[src/rtl/rpn_pkg.sv]
// Shared types, codes and constants for the RPN stack calculator.
package rpn_pkg;

	localparam int StackDepth = 128;
	localparam int SpW = $clog2(StackDepth + 1);
	localparam int AddrW = $clog2(StackDepth);
	localparam int QueueDepth = 2;

	typedef enum logic [2:0] {
		OP_PUSH = 3'd0,
		OP_ADD  = 3'd1,
		OP_SUB  = 3'd2,
		OP_MUL  = 3'd3,
		OP_DIV  = 3'd4,
		OP_MOD  = 3'd5,
		OP_PRT  = 3'd6,
		OP_UNK  = 3'd7
	} op_t;

	// one classified word between front and back
	typedef struct packed {
		op_t         op;
		logic [31:0] value;
		logic [1:0]  npop;
	} cmd_t;

	typedef struct packed {
		logic        print_valid;
		logic [31:0] printed_value;
		logic [1:0]  underflow_count;
		logic        overflow_flag;
		logic        zero_divisor_flag;
		logic        unknown_flag;
		logic        saturated_flag;
	} res_t;

	localparam logic signed [31:0] QMax = 32'sh7FFF_FFFF;
	localparam logic signed [31:0] QMin = 32'sh8000_0000;

endpackage

[src/rtl/rpn_front.sv]
// Front end: accept tokens, classify them and queue them for the back end.
module rpn_front (
	input  logic            clk,
	input  logic            arst_n,
	input  logic            push,
	output logic            full,
	input  logic [2:0]      op,
	input  logic [31:0]     operand_value,
	output logic            cmd_valid,
	input  logic            cmd_take,
	output rpn_pkg::cmd_t   cmd
);

	localparam int PtrW = $clog2(rpn_pkg::QueueDepth);

	rpn_pkg::cmd_t        fifo_q [rpn_pkg::QueueDepth];
	logic [PtrW-1:0]      wr_q, rd_q;
	logic [PtrW:0]        cnt_q;
	rpn_pkg::cmd_t        cls;
	logic                 wr_en, rd_en;

	always_comb begin
		cls.op = rpn_pkg::op_t'(op);
		cls.value = operand_value;
		unique case (rpn_pkg::op_t'(op))
			rpn_pkg::OP_ADD, rpn_pkg::OP_SUB, rpn_pkg::OP_MUL,
			rpn_pkg::OP_DIV, rpn_pkg::OP_MOD: cls.npop = 2'd2;
			rpn_pkg::OP_PRT: cls.npop = 2'd1;
			default: cls.npop = 2'd0;
		endcase
	end

	assign full = cnt_q == (PtrW+1)'(rpn_pkg::QueueDepth);
	assign wr_en = push && !full;
	assign cmd_valid = cnt_q != '0;
	assign rd_en = cmd_valid && cmd_take;
	assign cmd = fifo_q[rd_q];

	always_ff @(posedge clk) begin
		if (wr_en) begin
			fifo_q[wr_q] <= cls;
		end
	end

	always_ff @(posedge clk or negedge arst_n) begin
		if (!arst_n) begin
			wr_q <= '0;
			rd_q <= '0;
			cnt_q <= '0;
		end else begin
			if (wr_en) begin
				wr_q <= wr_q + 1'b1;
			end
			if (rd_en) begin
				rd_q <= rd_q + 1'b1;
			end
			cnt_q <= cnt_q + (PtrW+1)'(wr_en) - (PtrW+1)'(rd_en);
		end
	end

endmodule

[config.mk]
export PLATFORM = sky130hd
export DESIGN_NAME = rpn_front
export DESIGN_NICKNAME = d
export VERILOG_FILES = /design/src/rtl/rpn_pkg.sv /design/src/rtl/rpn_front.sv
export SDC_FILE = /design/constraint.sdc
export NUM_CORES = 1
export LEC_CHECK = 0
export BUFFER_PORTS_ARGS = -buffer_cell sky130_fd_sc_hd__clkbuf_2
export CAP_MARGIN = 20
export CORE_MARGIN = 8
export CORE_UTILIZATION = 51
export DETAILED_ROUTE_END_ITERATION = 8
export PLACE_DENSITY = 0.78
export SLEW_MARGIN = 10
export SYNTH_ARGS = -nofsm -noshare
export SYNTH_HDL_FRONTEND = slang
export SYNTH_SLANG_ARGS = --single-unit
[constraint.sdc]
create_clock -name clk -period 5.5 [get_ports clk]
set_input_delay 0.275 -clock clk [delete_from_list [all_inputs] [get_ports clk]]
set_output_delay 0.275 -clock clk [all_outputs]
set_load 0.01 [all_outputs]
**Yosys cells after proc, flatten, opt, wreduce, memory -nomap -nowiden**

Memory sizes are Yosys's and may differ from the RTL's.
Cells that the tools add are included.

- Bits in registers: 4
- Latch bits: 0
- Bits in writable memories: 74
- ROM bits: 0
- Memories kept: 1

Memories:

| name | words | bits a word | rd ports | clocked after memory_dff | write ports | RTL line | text |
|---|---|---|---|---|---|---|---|
| fifo_q | 2 | 37 | 1 | 0 | 1 | rpn_front.sv:16 | `rpn_pkg::cmd_t fifo_q [rpn_pkg::QueueDepth];` |

- Add/sub/neg operators: 4
- Multiply operators: 0
- Div/mod/pow operators: 0
- Magnitude comparators: 0
- Equality and inequality tests: 7
- Shift operators: 0
- Muxes and demuxes: 3
- Bitwise operators: 0
- Reduce and logical (&&, ||, !) cells: 5

Operators with widths:

| operator | count |
|---|---|
| $eq 3x3->1 const B | 3 |
| $eq 3x2->1 const B | 2 |
| $reduce_or 5->1 | 1 |
| $pmux 2 s2 | 1 |
| $eq 3x1->1 const B | 1 |
| $add 1x1->1 const B | 2 |
| $add 2x1->2 | 1 |
| $eq 2x2->1 const B | 1 |
| $logic_and 1x1->1 | 2 |
| $mux 1 | 2 |
| $reduce_bool 2->1 | 1 |
| $sub 2x1->2 | 1 |
| $logic_not 1->1 | 1 |

**Logic depth before layout (Yosys ltp)**

- Word-level depth: 5
- Gate-level depth with buffers: 7
- Depth with buffers taken out: 7

**Worst setup path after synthesis**

No wires, ideal clock.

- Path kind: register to register
- From: register cnt_q[1]
- To: memory fifo_q[0][0] in the netlist's numbering, enable pin
- Arrival: 2.150 ns
- Setup slack: 2.919 ns
- Cell stages (with the launch flop): 4
- Buffers on the path: 0
- Clock period less this slack: 2.581 ns
- Cell sequence: dfrtp_1 -> nand2b_1 -> nand2_1 -> nor2_1

- Longest elaborated chain between the ends: 5

RTL lines:

| element | RTL line | text |
|---|---|---|
| start, declared | rpn_front.sv:18 | `logic [PtrW:0] cnt_q;` |
| start signal, assigned | rpn_front.sv:57 | `cnt_q <= cnt_q + (PtrW+1)'(wr_en) - (PtrW+1)'(rd_en);` |
| $eq 2x2->1 | rpn_front.sv:33 | `assign full = cnt_q == (PtrW+1)'(rpn_pkg::QueueDepth);` |
| $logic_not 1->1 | rpn_front.sv:34 | `assign wr_en = push && !full;` |
| $logic_and 1x1->1 | rpn_front.sv:34 |  |
| $mux 1 | rpn_front.sv:40 | `if (wr_en) begin` |
| $mux 1 (implied by the code) | rpn_front.sv:41 | `fifo_q[wr_q] <= cls;` |
| end, declared | rpn_front.sv:16 |  |

Every way passes these cells.

==> reports/results.ini <==
[pwr]
power_w = 0.001838
leakagePower_nw = 1.454
vdd_ir_drop_max_v = 0.0003404
p_per_area_nw_per_um2 = 506.5

[layout]
fill_cells = 437
regArea_um2 = 2323
multi_input_area_um2 = 614.3
num_antenna_cells = 0
drive_gt1_frac = 0.5859
final_nets = 263
syn_to_final_growth_pct = 22.04
utilization = 0.6279

[floorplan]
die_area_um2 = 8531
num_rows = 28
die_y_um = 92.37
ios = 78
core_area_um2 = 5781
initial_core_util = 0.5145
die_w_um = 92.37

[hold_path]
worstHoldStart = operand_value[24]
worstHoldPathCells = 1
hold_path.class = input port to flip-flop
min_to = fifo_q[0][26]

[grt]
grt_pass1_wl_mm = 7.203
grt-busiest-layer = met2
grt.total_usage = 0.1127
met1_usage = 0.1013
globalRouteOverflowTotal = 0
gr-usage-met3 = 0.04693
grt_max_degree = 39
antenna_found_initial = 0
gr-usage-met2 = 0.2068
first_global_vias = 1542

[yosys]
avgSynthCellArea_um2 = 21.87
synth_largest_area_cell = edfxtp_1
synth-edff-count = 74
yosysWarnings = 0
synthesis.area_um2 = 2974
synth_top_flop_cell = edfxtp_1
synth-seq-cells = 78
seq_area_frac_synth = 0.7808
synth_top_area_share = 0.7472
synthArstFlopShare = 0.05128
syn_inst = 136
synthTopCellsByArea = edfxtp_1, mux2_4, mux2_2, dfrtp_1, buf_6
synth_cell_types = 19
syn_nets = 177

[timing]
fin_crit_ns = 2.245
max-slew-margin-rel = 0.3004
holdWs_ns = 0.1302
fin_ws_ns = 3.255
hold_viol = 0
tightest_slew_ns = 1.049
slew_violations = 0
fin_crit_sh = 0.4081
final.setup.tns_ns = 0
rsz0062_at_grt = false
fmax_ghz = 0.4455
clock_skew_ns = 0.007017
setup-violations-final = 0

[clocking]
clk_pin_slew_worst_paths_ns = 0.07
htree_num_levels = 3
cts_resized = 0
cts_tree = yes
cts_made_buffers = 9
clk_path_buf_depth = 2
insertion_delay_ns = 0.33
clock-sinks = 78
root_buffer = clkbuf_8

[route]
drtPass1Iterations = 4
wire_per_inst_um = 15.90
viasPerCell = 4.877
drt-total-wl_mm = 4.802
ant_nets = 0
drtIter0Drc = 46
drc = 0
vias = 1473

[placement]
place_hpwl_mm = 3.191
dp_slack_ns = 3.566
io_buffers = 77
gp_congestion = 0.7104

[worst_setup_path]
rr_startpoint = cnt_q[1]
path_cells = mux2_2 > clkbuf_2
reg2regPathDepth = 7
cpMaxStageDelayCell = dfrtp_2
critical_path_arrival_ns = 1.97
end_kind = output port
r2r-end = cnt_q[1]
critPathLaunchType = flip-flop
reg2reg_slack_ns = 3.75
worstPathRequired_ns = 5.22
critical_path_class = flip-flop to output port
critPathMaxFanout = 38
crit_path_max_incr_delay_ns = 1.07

[flow_run]
cap_violations = 0

[run_status]
status = finished clean

-- where the power goes --
part / leakage, nW / internal [W] / switching [W]
sequential: 0.733 / 0.000814 / 0.000102
clock: 0.0865 / 0.000172 / 0.000183
combinational: 0.635 / 0.000312 / 0.000254
-- worst max path at each step --
stage	startpoint	endpoint	slack [ns]	cells after the start
global placement	rd_q	cmd[25]	3.60	2
global route	rd_q	cmd[34]	3.15	2
finish	rd_q	cmd[25]	3.26	2
detailed placement	cnt_q[1]	fifo_q[0][10]	3.57	3
CTS	rd_q	cmd[25]	3.20	2
floorplan	cnt_q[1]	fifo_q[0][0]	2.92	3
-- registers in the layout (all words and copies together) (netlist names) --
register  cells
fifo_q       74
cnt_q         2
rd_q          1
wr_q          1
-- timing repair --
| item | CTS | global route |
|---|---|---|
| hold buffers | 1 | 0 |
| buffers inserted | 0 | 0 |
| hold endpoints to repair | 4 | 0 |
-- layout make-up --
cell class,instances,share of cell area
Tap cell,75,0.02585
Multi-Input combinational cell,52,0.1693
Inverter,2,0.002068
Timing Repair Buffer,79,0.1165
Sequential cell,78,0.6401
Clock inverter,5,0.007239
Clock buffer,11,0.03895
-- cell usage in the layout, fill, tap and decap left out --
cell / Yosys / routed
inv_1: 2 / 2
a21oi_1: 1 / 1
clkbuf_8: 0 / 10
dfrtp_1: 4 / 3
and3_2: 0 / 1
nor3_1: 1 / 1
dfrtp_2: 0 / 1
dlygate4sd3_1: 0 / 1
xor2_1: 1 / 1
xnor2_1: 3 / 3
buf_16: 0 / 1
clkbuf_2: 0 / 77
or2_1: 1 / 1
clkinv_2: 0 / 3
nand2_1: 1 / 1
clkinvlp_4: 0 / 1
and3b_1: 1 / 1
edfxtp_1: 74 / 74
nand2b_1: 1 / 1
clkinv_1: 0 / 1
ha_1: 2 / 2
nor2_4: 0 / 1
mux2_2: 17 / 17
clkbuf_1: 0 / 1
mux2_4: 20 / 20
and2_4: 1 / 1
-- metrics by stage --
stage               cells  cell area [µm²]
floorplan             136             2974
global placement      284             3425
detailed placement    284             3425
CTS                   301             3602
global route          302             3630
finish                302             3630
-- synthesized netlist by cell type, types with 2 or more instances --
| library cell | n |
|---|---|
| buf_6 | 3 |
| dfrtp_1 | 4 |
| edfxtp_1 | 74 |
| ha_1 | 2 |
| inv_1 | 2 |
| mux2_2 | 17 |
| mux2_4 | 20 |
| xnor2_1 | 3 |
-- metal layers --
layer	part of all wire	wire, µm
met3	0.079	377
met1	0.36	1731
met4	0.020	95
met5	0	0
met2	0.54	2598
-- critical path, delay by kind of cell (launching register included) --
family	cells	cell delay [ns]
buf+inv	1	0.13
mux	1	0.43
flops	1	1.07
-- logic make-up (layout without fill, tap and decap cells) --
| group | count (synthesis) | after routing | synth area share |
|---|---|---|---|
| AO/OA/AOI/OAI | 1 | 1 | 0.001681 |
| AND/OR/NAND/NOR | 8 | 8 | 0.01641 |
| adder cells (fa/ha/maj) | 2 | 2 | 0.008413 |
| flip-flops | 78 | 78 | 0.7808 |
| multiplexers | 37 | 37 | 0.1653 |
| XOR/XNOR | 4 | 4 | 0.01178 |
| buffers and inverters | 6 | 97 | 0.01556 |
Power figures use the tool's default switching activity.
